===== src/pairing_uri_stream_parser_macros.svh =====
// ----------------------------------------------------------------------------
// Assertion macros for the pairing URI parser
// Each module that asserts supplies i_clk and i_rst_n.
// ----------------------------------------------------------------------------
`ifndef PAIRING_URI_STREAM_PARSER_MACROS_SVH
`define PAIRING_URI_STREAM_PARSER_MACROS_SVH

// same-cycle implication, checked outside reset
`define PUP_ASSERT_IMP(lbl, ante, cons) \
    lbl: assert property (@(posedge i_clk) disable iff (!i_rst_n) (ante) |-> (cons)) \
    else $error("pup: same-cycle check failed");

// next-cycle implication, checked outside reset
`define PUP_ASSERT_NXT(lbl, ante, cons) \
    lbl: assert property (@(posedge i_clk) disable iff (!i_rst_n) (ante) |=> (cons)) \
    else $error("pup: next-cycle check failed");

`endif


===== src/pup_pkg.sv =====
// ----------------------------------------------------------------------------
// pup_pkg
// Types, constants and character tables shared by the URI parser modules.
// ----------------------------------------------------------------------------
package pup_pkg;

    localparam int HOST_MAX   = 64;
    localparam int TOKEN_MAX  = 128;
    localparam int HA_W       = $clog2(HOST_MAX);
    localparam int TOK_W      = $clog2(TOKEN_MAX);
    localparam int SCHEME_LEN = 11;
    localparam int TPFX_LEN   = 6;
    localparam int KEY_LEN    = 64;
    localparam int PORT_MAX   = 65535;

    localparam logic [7:0] CH_AT    = 8'h40;
    localparam logic [7:0] CH_QMARK = 8'h3F;
    localparam logic [7:0] CH_COLON = 8'h3A;

    typedef enum logic [1:0] {
        KIND_KEY     = 2'd0,
        KIND_TOKEN   = 2'd1,
        KIND_HOST    = 2'd2,
        KIND_VERDICT = 2'd3
    } t_kind;

    typedef enum logic [1:0] {
        ST_OK     = 2'd0,
        ST_SCHEME = 2'd1,
        ST_KEY    = 2'd2,
        ST_TAIL   = 2'd3
    } t_status;

    typedef enum logic [8:0] {
        S_SCHEME = 9'b000000001,
        S_KEY    = 9'b000000010,
        S_HOST   = 9'b000000100,
        S_TPFX   = 9'b000001000,
        S_TOKEN  = 9'b000010000,
        S_SINK   = 9'b000100000,
        S_RD     = 9'b001000000,
        S_EMIT   = 9'b010000000,
        S_VERD   = 9'b100000000
    } t_state;

    typedef struct packed {
        logic    cnt_inc;
        logic    cnt_clr;
        logic    key_emit;
        logic    tok_emit;
        logic    host_char;
        logic    host_emit;
        logic    verd_emit;
        logic    clear;
        logic    rd_clr;
        t_status verd_st;
    } t_dp_cmd;

    typedef struct packed {
        logic ch_zero;
        logic ch_at;
        logic ch_qmark;
        logic ch_hex;
        logic scheme_ok;
        logic scheme_done;
        logic tpfx_ok;
        logic tpfx_done;
        logic key_full;
        logic key_over;
        logic host_ok;
        logic colon_seen;
        logic lci_zero;
        logic rd_last;
        logic tok_full;
        logic tok_any;
        logic out_free;
    } t_dp_sts;

    function automatic logic [7:0] scheme_char(input logic [3:0] idx);
        logic [7:0] c;
        case (idx)
            4'd0:    c = 8'h33;
            4'd1:    c = 8'h64;
            4'd2:    c = 8'h73;
            4'd3:    c = 8'h65;
            4'd4:    c = 8'h6E;
            4'd5:    c = 8'h64;
            4'd6:    c = 8'h61;
            4'd7:    c = 8'h69;
            4'd8:    c = 8'h3A;
            4'd9:    c = 8'h2F;
            4'd10:   c = 8'h2F;
            default: c = 8'h00;
        endcase
        return c;
    endfunction

    // "token="
    function automatic logic [7:0] tpfx_char(input logic [2:0] idx);
        logic [7:0] c;
        case (idx)
            3'd0:    c = 8'h74;
            3'd1:    c = 8'h6F;
            3'd2:    c = 8'h6B;
            3'd3:    c = 8'h65;
            3'd4:    c = 8'h6E;
            3'd5:    c = 8'h3D;
            default: c = 8'h00;
        endcase
        return c;
    endfunction

endpackage


===== src/pairing_uri_stream_parser.sv =====
// ----------------------------------------------------------------------------
// pairing_uri_stream_parser
// Streaming pairing-URI checker: scheme, 64-digit hex key, optional host:port
// and optional token, with a final verdict per string.
// ----------------------------------------------------------------------------
// Input channel: one character per transaction on i_ch (i_in_valid/o_in_ready);
// a zero character ends the string and returns the parser to its start state.
// Output channel: one result per transaction (o_out_valid/i_out_ready): key
// digits (lower case) and token characters as they arrive, then at the
// terminator the buffered host bytes, then the verdict with status and port.
// A key or token result is registered and appears in the cycle after its
// character. Throughput: one character per cycle while the result register
// is being drained; o_in_ready drops while that register is full and stalled
// and during the host drain. Terminator with a host part: each buffered host
// byte is read (S_RD), then loaded as a result (S_EMIT), then the verdict is
// loaded (S_VERD); no characters are taken in that drain. A receiver stall
// holds the result register and the sequencer. Reset clears all parse state;
// the host buffer needs no clearing: only current-string bytes are read back.
// ----------------------------------------------------------------------------
module pairing_uri_stream_parser (
    input  logic        i_clk,
    input  logic        i_rst_n,
    input  logic        i_in_valid,
    output logic        o_in_ready,
    input  logic [7:0]  i_ch,
    output logic        o_out_valid,
    input  logic        i_out_ready,
    output logic [1:0]  o_kind,
    output logic [7:0]  o_byte_value,
    output logic [6:0]  o_position,
    output logic [15:0] o_port_number,
    output logic [1:0]  o_status,
    output logic        o_host_present,
    output logic        o_last_of_run
);
    import pup_pkg::*;

    t_dp_cmd w_cmd;
    t_dp_sts w_sts;

    pup_ctrl u_ctrl (
        .i_clk      (i_clk),
        .i_rst_n    (i_rst_n),
        .i_in_valid (i_in_valid),
        .o_in_ready (o_in_ready),
        .i_sts      (w_sts),
        .o_cmd      (w_cmd)
    );

    pup_dp u_dp (
        .i_clk          (i_clk),
        .i_rst_n        (i_rst_n),
        .i_ch           (i_ch),
        .i_cmd          (w_cmd),
        .o_sts          (w_sts),
        .i_out_ready    (i_out_ready),
        .o_out_valid    (o_out_valid),
        .o_kind         (o_kind),
        .o_byte_value   (o_byte_value),
        .o_position     (o_position),
        .o_port_number  (o_port_number),
        .o_status       (o_status),
        .o_host_present (o_host_present),
        .o_last_of_run  (o_last_of_run)
    );

endmodule


===== src/pup_ctrl.sv =====
// ----------------------------------------------------------------------------
// pup_ctrl
// Parse-phase state machine and host-byte drain sequencer.
// ----------------------------------------------------------------------------
`include "pairing_uri_stream_parser_macros.svh"

module pup_ctrl (
    input  logic             i_clk,
    input  logic             i_rst_n,
    input  logic             i_in_valid,
    output logic             o_in_ready,
    input  pup_pkg::t_dp_sts i_sts,
    output pup_pkg::t_dp_cmd o_cmd
);
    import pup_pkg::*;

    t_state  r_state, n_state;
    t_status r_err, n_err;
    t_status w_term_st;
    t_dp_cmd w_cmd;
    logic    w_parse;
    logic    w_acc;
    logic    w_drain;

    assign w_parse = (r_state == S_SCHEME) || (r_state == S_KEY) || (r_state == S_HOST) ||
                     (r_state == S_TPFX) || (r_state == S_TOKEN) || (r_state == S_SINK);
    assign o_in_ready = w_parse && i_sts.out_free;
    assign w_acc      = i_in_valid && o_in_ready;
    assign o_cmd      = w_cmd;

    always_comb begin
        unique case (r_state)
            S_SCHEME: w_term_st = ST_SCHEME;
            S_KEY:    w_term_st = i_sts.key_full ? ST_OK : ST_KEY;
            S_HOST:   w_term_st = i_sts.host_ok ? ST_OK : ST_TAIL;
            S_TPFX:   w_term_st = ST_TAIL;
            S_TOKEN:  w_term_st = i_sts.tok_any ? ST_OK : ST_TAIL;
            S_SINK:   w_term_st = r_err;
            default:  w_term_st = ST_OK;
        endcase
    end

    assign w_drain = (w_term_st == ST_OK) && i_sts.colon_seen && !i_sts.lci_zero;

    always_comb begin
        n_state = r_state;
        n_err   = r_err;
        w_cmd   = '0;
        if (w_acc && i_sts.ch_zero) begin
            if (w_drain) begin
                w_cmd.rd_clr = 1'b1;
                n_state      = S_RD;
            end else begin
                w_cmd.verd_emit = 1'b1;
                w_cmd.verd_st   = w_term_st;
                w_cmd.clear     = 1'b1;
                n_err           = ST_OK;
                n_state         = S_SCHEME;
            end
        end else begin
            unique case (r_state)
                S_SCHEME: begin
                    if (w_acc) begin
                        if (i_sts.scheme_ok) begin
                            w_cmd.cnt_inc = 1'b1;
                            if (i_sts.scheme_done) begin
                                w_cmd.cnt_clr = 1'b1;
                                n_state       = S_KEY;
                            end
                        end else begin
                            n_err   = ST_SCHEME;
                            n_state = S_SINK;
                        end
                    end
                end
                S_KEY: begin
                    if (w_acc) begin
                        if (i_sts.ch_at || i_sts.ch_qmark) begin
                            if (i_sts.key_full) begin
                                w_cmd.cnt_clr = 1'b1;
                                n_state       = i_sts.ch_at ? S_HOST : S_TPFX;
                            end else begin
                                n_err   = ST_KEY;
                                n_state = S_SINK;
                            end
                        end else if (i_sts.key_over || !i_sts.ch_hex) begin
                            n_err   = ST_KEY;
                            n_state = S_SINK;
                        end else begin
                            w_cmd.key_emit = 1'b1;
                            w_cmd.cnt_inc  = 1'b1;
                        end
                    end
                end
                S_HOST: begin
                    if (w_acc) begin
                        if (i_sts.ch_qmark) begin
                            if (i_sts.host_ok) begin
                                w_cmd.cnt_clr = 1'b1;
                                n_state       = S_TPFX;
                            end else begin
                                n_err   = ST_TAIL;
                                n_state = S_SINK;
                            end
                        end else begin
                            w_cmd.host_char = 1'b1;
                        end
                    end
                end
                S_TPFX: begin
                    if (w_acc) begin
                        if (i_sts.tpfx_ok) begin
                            w_cmd.cnt_inc = 1'b1;
                            if (i_sts.tpfx_done) begin
                                n_state = S_TOKEN;
                            end
                        end else begin
                            n_err   = ST_TAIL;
                            n_state = S_SINK;
                        end
                    end
                end
                S_TOKEN: begin
                    if (w_acc) begin
                        if (i_sts.tok_full) begin
                            n_err   = ST_TAIL;
                            n_state = S_SINK;
                        end else begin
                            w_cmd.tok_emit = 1'b1;
                        end
                    end
                end
                S_SINK: begin
                    // drop everything up to the terminator
                end
                S_RD: begin
                    n_state = S_EMIT;
                end
                S_EMIT: begin
                    if (i_sts.out_free) begin
                        w_cmd.host_emit = 1'b1;
                        n_state         = i_sts.rd_last ? S_VERD : S_RD;
                    end
                end
                S_VERD: begin
                    if (i_sts.out_free) begin
                        w_cmd.verd_emit = 1'b1;
                        w_cmd.verd_st   = ST_OK;
                        w_cmd.clear     = 1'b1;
                        n_err           = ST_OK;
                        n_state         = S_SCHEME;
                    end
                end
                default: begin
                    n_state = S_SCHEME;
                end
            endcase
        end
    end

    always_ff @(posedge i_clk) begin
        if (!i_rst_n) begin
            r_state <= S_SCHEME;
            r_err   <= ST_OK;
        end else begin
            r_state <= n_state;
            r_err   <= n_err;
        end
    end

    `PUP_ASSERT_IMP(a_no_accept_in_drain,
        (r_state == S_RD) || (r_state == S_EMIT) || (r_state == S_VERD), !o_in_ready)
    `PUP_ASSERT_NXT(a_read_then_emit, r_state == S_RD, r_state == S_EMIT)
    `PUP_ASSERT_IMP(a_sink_has_error, r_state == S_SINK, r_err != ST_OK)

endmodule


===== src/pup_dp.sv =====
// ----------------------------------------------------------------------------
// pup_dp
// Counters, host buffer, port accumulator and the result register.
// ----------------------------------------------------------------------------
`include "pairing_uri_stream_parser_macros.svh"

module pup_dp (
    input  logic             i_clk,
    input  logic             i_rst_n,
    input  logic [7:0]       i_ch,
    input  pup_pkg::t_dp_cmd i_cmd,
    output pup_pkg::t_dp_sts o_sts,
    input  logic             i_out_ready,
    output logic             o_out_valid,
    output logic [1:0]       o_kind,
    output logic [7:0]       o_byte_value,
    output logic [6:0]       o_position,
    output logic [15:0]      o_port_number,
    output logic [1:0]       o_status,
    output logic             o_host_present,
    output logic             o_last_of_run
);
    import pup_pkg::*;

    logic [6:0]       r_cnt;
    logic [6:0]       r_span;
    logic [6:0]       r_lci;
    logic             r_colon;
    logic [16:0]      r_accum;
    logic             r_pvalid;
    logic [TOK_W-1:0] r_tc;
    logic [6:0]       r_rd_idx;
    logic [7:0]       r_mem [HOST_MAX];
    logic [7:0]       r_rd_q;

    logic             r_out_valid;
    t_kind            r_kind;
    logic [7:0]       r_byte;
    logic [6:0]       r_pos;
    logic [15:0]      r_port;
    t_status          r_status;
    logic             r_hp;
    logic             r_last;

    logic             w_digit;
    logic [20:0]      w_prod;
    logic             w_wr;
    logic             w_out_free;
    logic             w_verd_hp;
    logic [7:0]       w_lc;

    assign w_digit    = (i_ch >= 8'h30) && (i_ch <= 8'h39);
    assign w_prod     = 21'(r_accum) * 21'd10 + {17'd0, i_ch[3:0]};
    assign w_wr       = i_cmd.host_char && (r_span < 7'(HOST_MAX));
    assign w_out_free = !r_out_valid || i_out_ready;
    assign w_verd_hp  = (i_cmd.verd_st == ST_OK) && r_colon;
    assign w_lc       = ((i_ch >= 8'h41) && (i_ch <= 8'h46)) ? (i_ch | 8'h20) : i_ch;

    always_comb begin
        o_sts             = '0;
        o_sts.ch_zero     = (i_ch == 8'h00);
        o_sts.ch_at       = (i_ch == CH_AT);
        o_sts.ch_qmark    = (i_ch == CH_QMARK);
        o_sts.ch_hex      = w_digit || ((i_ch >= 8'h61) && (i_ch <= 8'h66)) ||
                            ((i_ch >= 8'h41) && (i_ch <= 8'h46));
        o_sts.scheme_ok   = (r_cnt < 7'(SCHEME_LEN)) && (i_ch == scheme_char(r_cnt[3:0]));
        o_sts.scheme_done = (r_cnt == 7'(SCHEME_LEN - 1));
        o_sts.tpfx_ok     = (r_cnt < 7'(TPFX_LEN)) && (i_ch == tpfx_char(r_cnt[2:0]));
        o_sts.tpfx_done   = (r_cnt == 7'(TPFX_LEN - 1));
        o_sts.key_full    = (r_cnt == 7'(KEY_LEN));
        o_sts.key_over    = (r_cnt >= 7'(KEY_LEN));
        o_sts.host_ok     = r_colon && r_pvalid && (r_accum >= 17'd1) &&
                            (r_accum <= 17'(PORT_MAX)) && (r_lci >= 7'd1) &&
                            (r_lci < 7'(HOST_MAX));
        o_sts.colon_seen  = r_colon;
        o_sts.lci_zero    = (r_lci == 7'd0);
        o_sts.rd_last     = ((r_rd_idx + 7'd1) == r_lci);
        o_sts.tok_full    = (r_tc == TOK_W'(TOKEN_MAX - 1));
        o_sts.tok_any     = (r_tc != '0);
        o_sts.out_free    = w_out_free;
    end

    // parse state
    always_ff @(posedge i_clk) begin
        if (!i_rst_n || i_cmd.clear) begin
            r_cnt    <= '0;
            r_span   <= '0;
            r_lci    <= '0;
            r_colon  <= 1'b0;
            r_accum  <= '0;
            r_pvalid <= 1'b0;
            r_tc     <= '0;
        end else begin
            if (i_cmd.cnt_clr) begin
                r_cnt <= '0;
            end else if (i_cmd.cnt_inc) begin
                r_cnt <= r_cnt + 7'd1;
            end
            if (i_cmd.tok_emit) begin
                r_tc <= r_tc + TOK_W'(1);
            end
            if (i_cmd.host_char) begin
                if (r_span != 7'd127) begin
                    r_span <= r_span + 7'd1;
                end
                if (i_ch == CH_COLON) begin
                    r_colon  <= 1'b1;
                    r_lci    <= r_span;
                    r_accum  <= '0;
                    r_pvalid <= 1'b1;
                end else if (r_colon) begin
                    if (r_pvalid && w_digit) begin
                        if (w_prod > 21'(PORT_MAX)) begin
                            r_pvalid <= 1'b0;
                            r_accum  <= 17'(PORT_MAX + 1);
                        end else begin
                            r_accum <= w_prod[16:0];
                        end
                    end else begin
                        r_pvalid <= 1'b0;
                    end
                end
            end
        end
    end

    always_ff @(posedge i_clk) begin
        if (!i_rst_n) begin
            r_rd_idx <= '0;
        end else if (i_cmd.rd_clr) begin
            r_rd_idx <= '0;
        end else if (i_cmd.host_emit) begin
            r_rd_idx <= r_rd_idx + 7'd1;
        end
    end

    // host buffer: one write port, one registered read port
    always_ff @(posedge i_clk) begin
        if (w_wr) begin
            r_mem[r_span[HA_W-1:0]] <= i_ch;
        end
        r_rd_q <= r_mem[r_rd_idx[HA_W-1:0]];
    end

    always_ff @(posedge i_clk) begin
        if (!i_rst_n) begin
            r_out_valid <= 1'b0;
        end else if (i_cmd.key_emit || i_cmd.tok_emit || i_cmd.host_emit ||
                     i_cmd.verd_emit) begin
            r_out_valid <= 1'b1;
        end else if (i_out_ready) begin
            r_out_valid <= 1'b0;
        end
    end

    always_ff @(posedge i_clk) begin
        if (i_cmd.key_emit) begin
            r_kind   <= KIND_KEY;
            r_byte   <= w_lc;
            r_pos    <= r_cnt;
            r_port   <= '0;
            r_status <= ST_OK;
            r_hp     <= 1'b0;
            r_last   <= 1'b1;
        end else if (i_cmd.tok_emit) begin
            r_kind   <= KIND_TOKEN;
            r_byte   <= i_ch;
            r_pos    <= 7'(r_tc);
            r_port   <= '0;
            r_status <= ST_OK;
            r_hp     <= 1'b0;
            r_last   <= 1'b1;
        end else if (i_cmd.host_emit) begin
            r_kind   <= KIND_HOST;
            r_byte   <= r_rd_q;
            r_pos    <= r_rd_idx;
            r_port   <= '0;
            r_status <= ST_OK;
            r_hp     <= 1'b0;
            r_last   <= 1'b0;
        end else if (i_cmd.verd_emit) begin
            r_kind   <= KIND_VERDICT;
            r_byte   <= '0;
            r_pos    <= '0;
            r_port   <= w_verd_hp ? r_accum[15:0] : 16'd0;
            r_status <= i_cmd.verd_st;
            r_hp     <= w_verd_hp;
            r_last   <= 1'b1;
        end
    end

    assign o_out_valid    = r_out_valid;
    assign o_kind         = r_kind;
    assign o_byte_value   = r_byte;
    assign o_position     = r_pos;
    assign o_port_number  = r_port;
    assign o_status       = r_status;
    assign o_host_present = r_hp;
    assign o_last_of_run  = r_last;

    `PUP_ASSERT_IMP(a_load_needs_room,
        i_cmd.key_emit || i_cmd.tok_emit || i_cmd.host_emit || i_cmd.verd_emit, w_out_free)
    `PUP_ASSERT_IMP(a_one_load,
        1'b1, $onehot0({i_cmd.key_emit, i_cmd.tok_emit, i_cmd.host_emit, i_cmd.verd_emit}))
    `PUP_ASSERT_IMP(a_port_in_range, r_pvalid, r_accum <= 17'(PORT_MAX))

endmodule


===== config.mk =====
export PLATFORM = sky130hd
export DESIGN_NAME = pairing_uri_stream_parser
export DESIGN_NICKNAME = d
export VERILOG_FILES = /design/src/pup_pkg.sv /design/src/pairing_uri_stream_parser.sv /design/src/pup_ctrl.sv /design/src/pup_dp.sv
export VERILOG_INCLUDE_DIRS = /design/src /design/src/src
export SDC_FILE = /design/constraint.sdc
export NUM_CORES = 1
export LEC_CHECK = 0
export BUFFER_PORTS_ARGS = -buffer_cell sky130_fd_sc_hd__buf_2
export CAP_MARGIN = 20
export CORE_MARGIN = 4
export CORE_UTILIZATION = 50
export DETAILED_ROUTE_END_ITERATION = 8
export PLACE_DENSITY_LB_ADDON = 0.08
export SLEW_MARGIN = 20
export SYNTH_ARGS = -nofsm -noshare
export SYNTH_HDL_FRONTEND = slang
export SYNTH_SLANG_ARGS = --single-unit

===== constraint.sdc =====
create_clock -name i_clk -period 11 [get_ports i_clk]
set_input_delay 2.2 -clock i_clk [delete_from_list [all_inputs] [get_ports i_clk]]
set_output_delay 2.2 -clock i_clk [all_outputs]
set_load 0.01 [all_outputs]

# Word-level counts from Yosys, hierarchy flattened
# Memory sizes are Yosys's and may differ from the RTL's. A register that Yosys moved wholly into a read port is not among the register bits.
# Index checks and enable logic that the tools add are counted.
[totals]
reg_bits = 103
latchBits = 0
mem_bits_rw = 512
rom_bits = 112
out_inout_bits = 39
mem_count = 2
[mem_list]
columns = ["name", "depth", "width", "rd", "rd_clocked_by_memory_dff", "write_ports", "line_no", "source"]
rows = [
  ["u_dp.r_mem", 64, 8, 1, 1, 1, "pup_dp.sv:33", "logic [7:0] r_mem [HOST_MAX];"],
  ["(no name shown)", 16, 7, 1, 1, 0, "pup_pkg.sv:81", "case (idx)"],
]
[classes]
n_addsub = 5
mul = 1
div_mod_pow = 0
order_cmp = 15
eq_ne = 44
shifts = 0
mux = 106
bitwise = 1
n_reduce_logical = 59
[ops]
columns = ["cell", "count"]
rows = [
  ["two-way mux 9 bit", 18],
  ["one-hot mux 9 bit (9 select lines)", 1],
  ["two-way mux 17 bit", 4],
  ["two-way mux 2 bit", 29],
  ["one-hot mux 7 bit (6 select lines)", 1],
  ["two-way mux 7 bit", 5],
  ["two-way mux 1 bit", 32],
  ["two-way mux 8 bit", 4],
  ["adder 7 x 1 -> 7 bit (second input constant)", 4],
  ["inequality test 3 x 2 -> 1 bit (second input constant)", 8],
  ["one-hot mux 2 bit (6 select lines)", 2],
  ["adder 21 x 4 -> 21 bit", 1],
  ["> comparator 21 x 16 -> 1 bit (second input constant)", 1],
  ["multiplier 17 x 3 -> 20 bit (second input constant)", 1],
  ["logical AND 1 bit", 18],
  ["two-way mux 6 bit", 3],
  ["greater-or-equal comparator 17 x 1 -> 1 bit (second input constant)", 1],
  ["less-or-equal comparator 17 x 16 -> 1 bit (second input constant)", 1],
  ["equality test 8 x 6 -> 1 bit (second input constant)", 2],
  ["greater-or-equal comparator 8 x 7 -> 1 bit (second input constant)", 2],
  ["less-or-equal comparator 8 x 7 -> 1 bit (second input constant)", 2],
  ["two-way mux 16 bit", 1],
  ["inequality test 4 bit (second input constant)", 4],
  ["AND reduction 15 bit", 1],
  ["49 further kinds", 85],
]

# Depth between registers and ports, before layout
[logic_depth]
word_depth = 16
mapped_depth = 17
mapped_depth_nobuf = 15

# By module
# A second synthesis with hierarchy kept.
[unflattened]
cells_unflattened = 1673
hier_area_um2 = 27009.7
[modules_own_cells]
columns = ["module", "n_inst", "cells_per_inst", "area_per_inst_um2"]
rows = [
  ["pup_dp", 1, 1498, 25763.5],
  ["pup_ctrl", 1, 175, 1246.2],
]

# Worst setup path after synthesis
# No wires, ideal clock.
[synth_timing]
kind = "input port to output port"
from = "input port i_out_ready"
to = "output port o_in_ready"
t_arrival_ps = 2673
setup_slack_ps = 6127
path_stages = 2
path_cell_list = "nor2b_1 > nor2_1"
[synth_via]
elab_chain_cells = 2
[synth_lines]
columns = ["element", "line_no", "source"]
rows = [
  ["start, declared", "pairing_uri_stream_parser.sv:27", "input logic i_out_ready,"],
  ["logical OR 1 bit", "pup_dp.sv:55", "assign w_out_free = !r_out_valid || i_out_ready;"],
  ["logical AND 1 bit", "pup_ctrl.sv:27", "assign o_in_ready = w_parse && i_sts.out_free;"],
  ["end, declared", "pairing_uri_stream_parser.sv:24", "output logic o_in_ready,"],
]
# Every way passes these cells.

# Final worst setup path
# Same ends and word-level chain as after synthesis.

==> summary.md <==
| Metric | Value |
|---|---|
| Crit path buf inv count | `2` |
| Sequential power share | `0.523` |
| Via count | `14811` |
| Synth Instances | `1636` |
| Gate power share | `0.031` |
| Fmax | `around 0.19 GHz` |
| Resized Gates After CTS | `0` |
| RR Endpoint | `u_dp.r_accum[8]` |
| Total wire length | `slightly above 60 mm` |
| Gpl congestion | `0.8986` |
| Pins Over Slew Limit | `0` |
| Hold depth | `1` |
| CTS H-Tree Depth | `3` |
| Grt total ovfl | `0` |
| Ys Warns | `0` |
| Clock Latency Late Sink | `600 ps` |
| Register area | `between 15000 and 20000 um^2` |
| Slowest CP cell | `nor2b_1` |
| Die area | `57770 um^2` |
| Final critical-path required period | `5370 ps` |
| Net Sw Power | `roughly 0.001 W` |
| Internal power | `0.003932 W` |
| Final design utilization | `0.5677` |
| Status | `completed` |
| Hold_sp | `u_dp.o_host_present` |
| Cell Chain, Critical Path | `buf_2 -> nor2b_1 -> nor2_1 -> buf_2` |
| Initial antenna violation count | `0` |
| Min-delay worst type | `flip-flop to flip-flop` |
| PwrDens | `164.9 nW/um^2` |
| CP max FO | `5` |
| Setup slack, reg-to-reg | `6720 ps` |
| Initial cell density of the core | `0.5096` |
| Clock buffer depth | `3` |
| Postcts setup bufs | `0` |
| First-pass GRT wire length | `94.38 mm` |
| Routed WL per cell | `roughly 25 um` |
| All-Layer GR Usage | `0.2175` |
| Seq cells post-synth | `630` |
| Share of synthesized flip-flops with an asynchronous set or reset | `0` |
| CP most frequent cell | `buf_2` |
| Count leader, synth | `edfxtp_1` |
| Setup TNS Final | `0 ps` |
| Multi-input gate area | `8682 um^2` |
| Final setup vio count | `0` |
| CTS root buffer | `clkbuf_16` |
| Seq/Total Area, Yosys | `0.6626` |
| Die W | `between 200 and 250 um` |
| Hold endpoint | `u_dp.o_host_present` |
| CP required | `8800 ps` |
| Most used DFF post-synth | `edfxtp_1` |
| Library cells used by synthesis | `90` |
| DR DRC count | `0` |
| Hold bufs inserted after CTS | `0` |
| Fill cells | `about 4100` |
| Total Nets Final | `1746` |
| Die height | `240.4 um` |
| Vias/cell | `around 6` |
| Io pins | `51` |
| Vias in the first global route | `14908` |
| IO Port Bufs | `50` |
| Dominant cells by area after synthesis | `edfxtp_1 59%, mux4_2 14%, dfxtp_1 7.6%` |
| Pleak | `9.863 nW` |
| Share of the synthesized area in the top cell type | `0.5862` |
| List of most frequent post-synthesis cells | `527 x edfxtp_1, 168 x mux4_2, 160 x nor2_1, 103 x dfxtp_1, 61 x clkbuf_1` |
| Post-Synthesis Cell Area | `roughly 27000 um^2` |
| Number of cell rows | `84` |
| Avg Cell Area, Syn | `about 17 um^2` |
| Sw Share | `0.2070` |
| RR Startpoint | `u_dp.r_accum[1]` |
| CP Capture Type | `primary output` |
| # diodes | `0` |
| Setup crit start kind | `primary input` |
| Crit Path Category | `primary input to primary output` |
| Rel. slew slack | `0.2911` |
| DP Wirelength | `slightly below 40 mm` |
| Post-synthesis net count | `1696` |
| 1st-iter DRT viols | `~1400` |
| Max-capacitance violation count | `0` |
| Fin. Hold Viols | `0` |
| Maximum VDD drop | `between 0.15 and 0.2 mV` |
| Crit path largest cell delay | `600 ps` |
| Layout cells sized above 1 | `0.2149` |
| Post-synth EDFFs | `527` |
| Largest area contributor in the netlist | `edfxtp_1` |
| Largest net degree at the start of global routing | `74` |
| CTS tree | `done` |
| Critical path's top delay family | `simple AND/OR/NAND/NOR gates` |
| Core Area | `52970 um^2` |
| Clock skew | `23.62 ps` |
| Post-route antenna net violation count | `0` |
| CTS Buf Count | `68` |
| Clock power frac | `0.445` |
| Worst hold margin | `450.0 ps` |
| R2R cell count | `12` |
| Worst-Margin Slew | `1063 ps` |
| Unrepaired setup endpoints after global routing | `no` |
| Arr. time, crit path | `3170 ps` |
| Clock transition at the registers of the reported paths | `~60 ps` |
| Area growth from synthesis to layout | `11.40%` |
| Clock sinks | `630` |
| Fin crit share | `0.4882` |
| Drt first pass iters | `7` |
[registers in the layout, summed over array words and instances (netlist names), 8 cells and up, named ones only]
register and count:
u_ctrl.r_state 9, u_dp.o_byte_value 8, u_dp.o_port_number 16, u_dp.r_accum 17, u_dp.r_mem 512, u_dp.r_rd_q 8
[cells by family (layout without fill, tap and decap cells)]
| logic type | count (synthesis) | count (layout) | share of synthesized area |
|---|---|---|---|
| AOI/OAI and AO/OA | 198 | 198 | 0.05641 |
| xor gates and xnor gates | 64 | 64 | 0.02104 |
| adders and majority gates | 48 | 48 | 0.02280 |
| buffers and inverters | 113 | 213 | 0.01645 |
| DFF | 630 | 630 | 0.6626 |
| muxes | 182 | 182 | 0.1454 |
| and+or+nand+nor | 401 | 401 | 0.07531 |
[placed cells by master (no fill, tap or decap), types with 9 or more instances in the layout]
cell / instances
clkinv_2: 11
clkbuf_16: 70
buf_2: 50
xnor2_1: 32
mux4_2: 168
edfxtp_1: 527
nand2_1: 50
nor4_1: 15
o21ai_0: 32
clkbuf_1: 15
nand2b_1: 16
mux2i_1: 13
a22o_1: 41
a21o_1: 10
inv_1: 26
and3_1: 12
clkinv_1: 10
nand4_1: 15
a21oi_1: 30
dfxtp_1: 99
nor3_1: 28
nor2_1: 159
nor2b_1: 13
xor2_1: 31
nand3_1: 29
and2_1: 9
ha_1: 46
buf_4: 17
[metrics by stage]
step | area [um^2] | instances | total power, W | setup WS (ps)
finish | 30070 | 2424 | 0.004958 | 5630
global route | 30070 | 2424 | 0.005132 | 5469
CTS | 30070 | 2424 | 0.005008 | 5721
detailed placement | 27910 | 2304 | 0.002800 | 5113
global placement | 27910 | 2304 | 0.002796 | 5312
floorplan | 27000 | 1636 | 0.002732 | 6127
[power groups by stage]
stage          clock, W  sequential [W]  combinational, W
2_1_floorplan         0         0.00264         0.0000892
3_3_place_gp          0         0.00264          0.000151
3_5_place_dp          0         0.00264          0.000155
4_1_cts         0.00226         0.00259          0.000155
5_1_grt         0.00237         0.00259          0.000173
6_report        0.00221         0.00259          0.000156
[metal layers]
layer,track usage,part of all wire,up-vias
met4,0.05911,0.025,0
met3,0.04634,0.065,103
met5,0,0,-
met2,0.3501,0.49,464
met1,0.3059,0.42,7595
li1,-,-,6649
[how the worst max path moves through the flow]
stage	from	slack (ps)	cells past startpoint	to
4_1_cts	i_out_ready	5720	4	o_in_ready
3_5_place_dp	i_ch[4]	5110	11	u_dp.o_position[3]
2_1_floorplan	i_out_ready	6130	2	o_in_ready
6_report	i_out_ready	5630	4	o_in_ready
5_1_grt	i_ch[4]	5470	11	u_dp.o_position[2]
3_3_place_gp	i_ch[6]	5310	10	u_dp.o_position[2]
[area by class of cell]
| cell class | count | share of cell area |
|---|---|---|
| Multi-Input combinational cell | 893 | 0.2887 |
| Clock buffer | 87 | 0.06083 |
| Tap cell | 688 | 0.02862 |
| Clock inverter | 33 | 0.01090 |
| Timing Repair Buffer | 67 | 0.01256 |
| Sequential cell | 630 | 0.5951 |
| Inverter | 26 | 0.003245 |
Note: power is estimated with default switching activity, not from simulation.
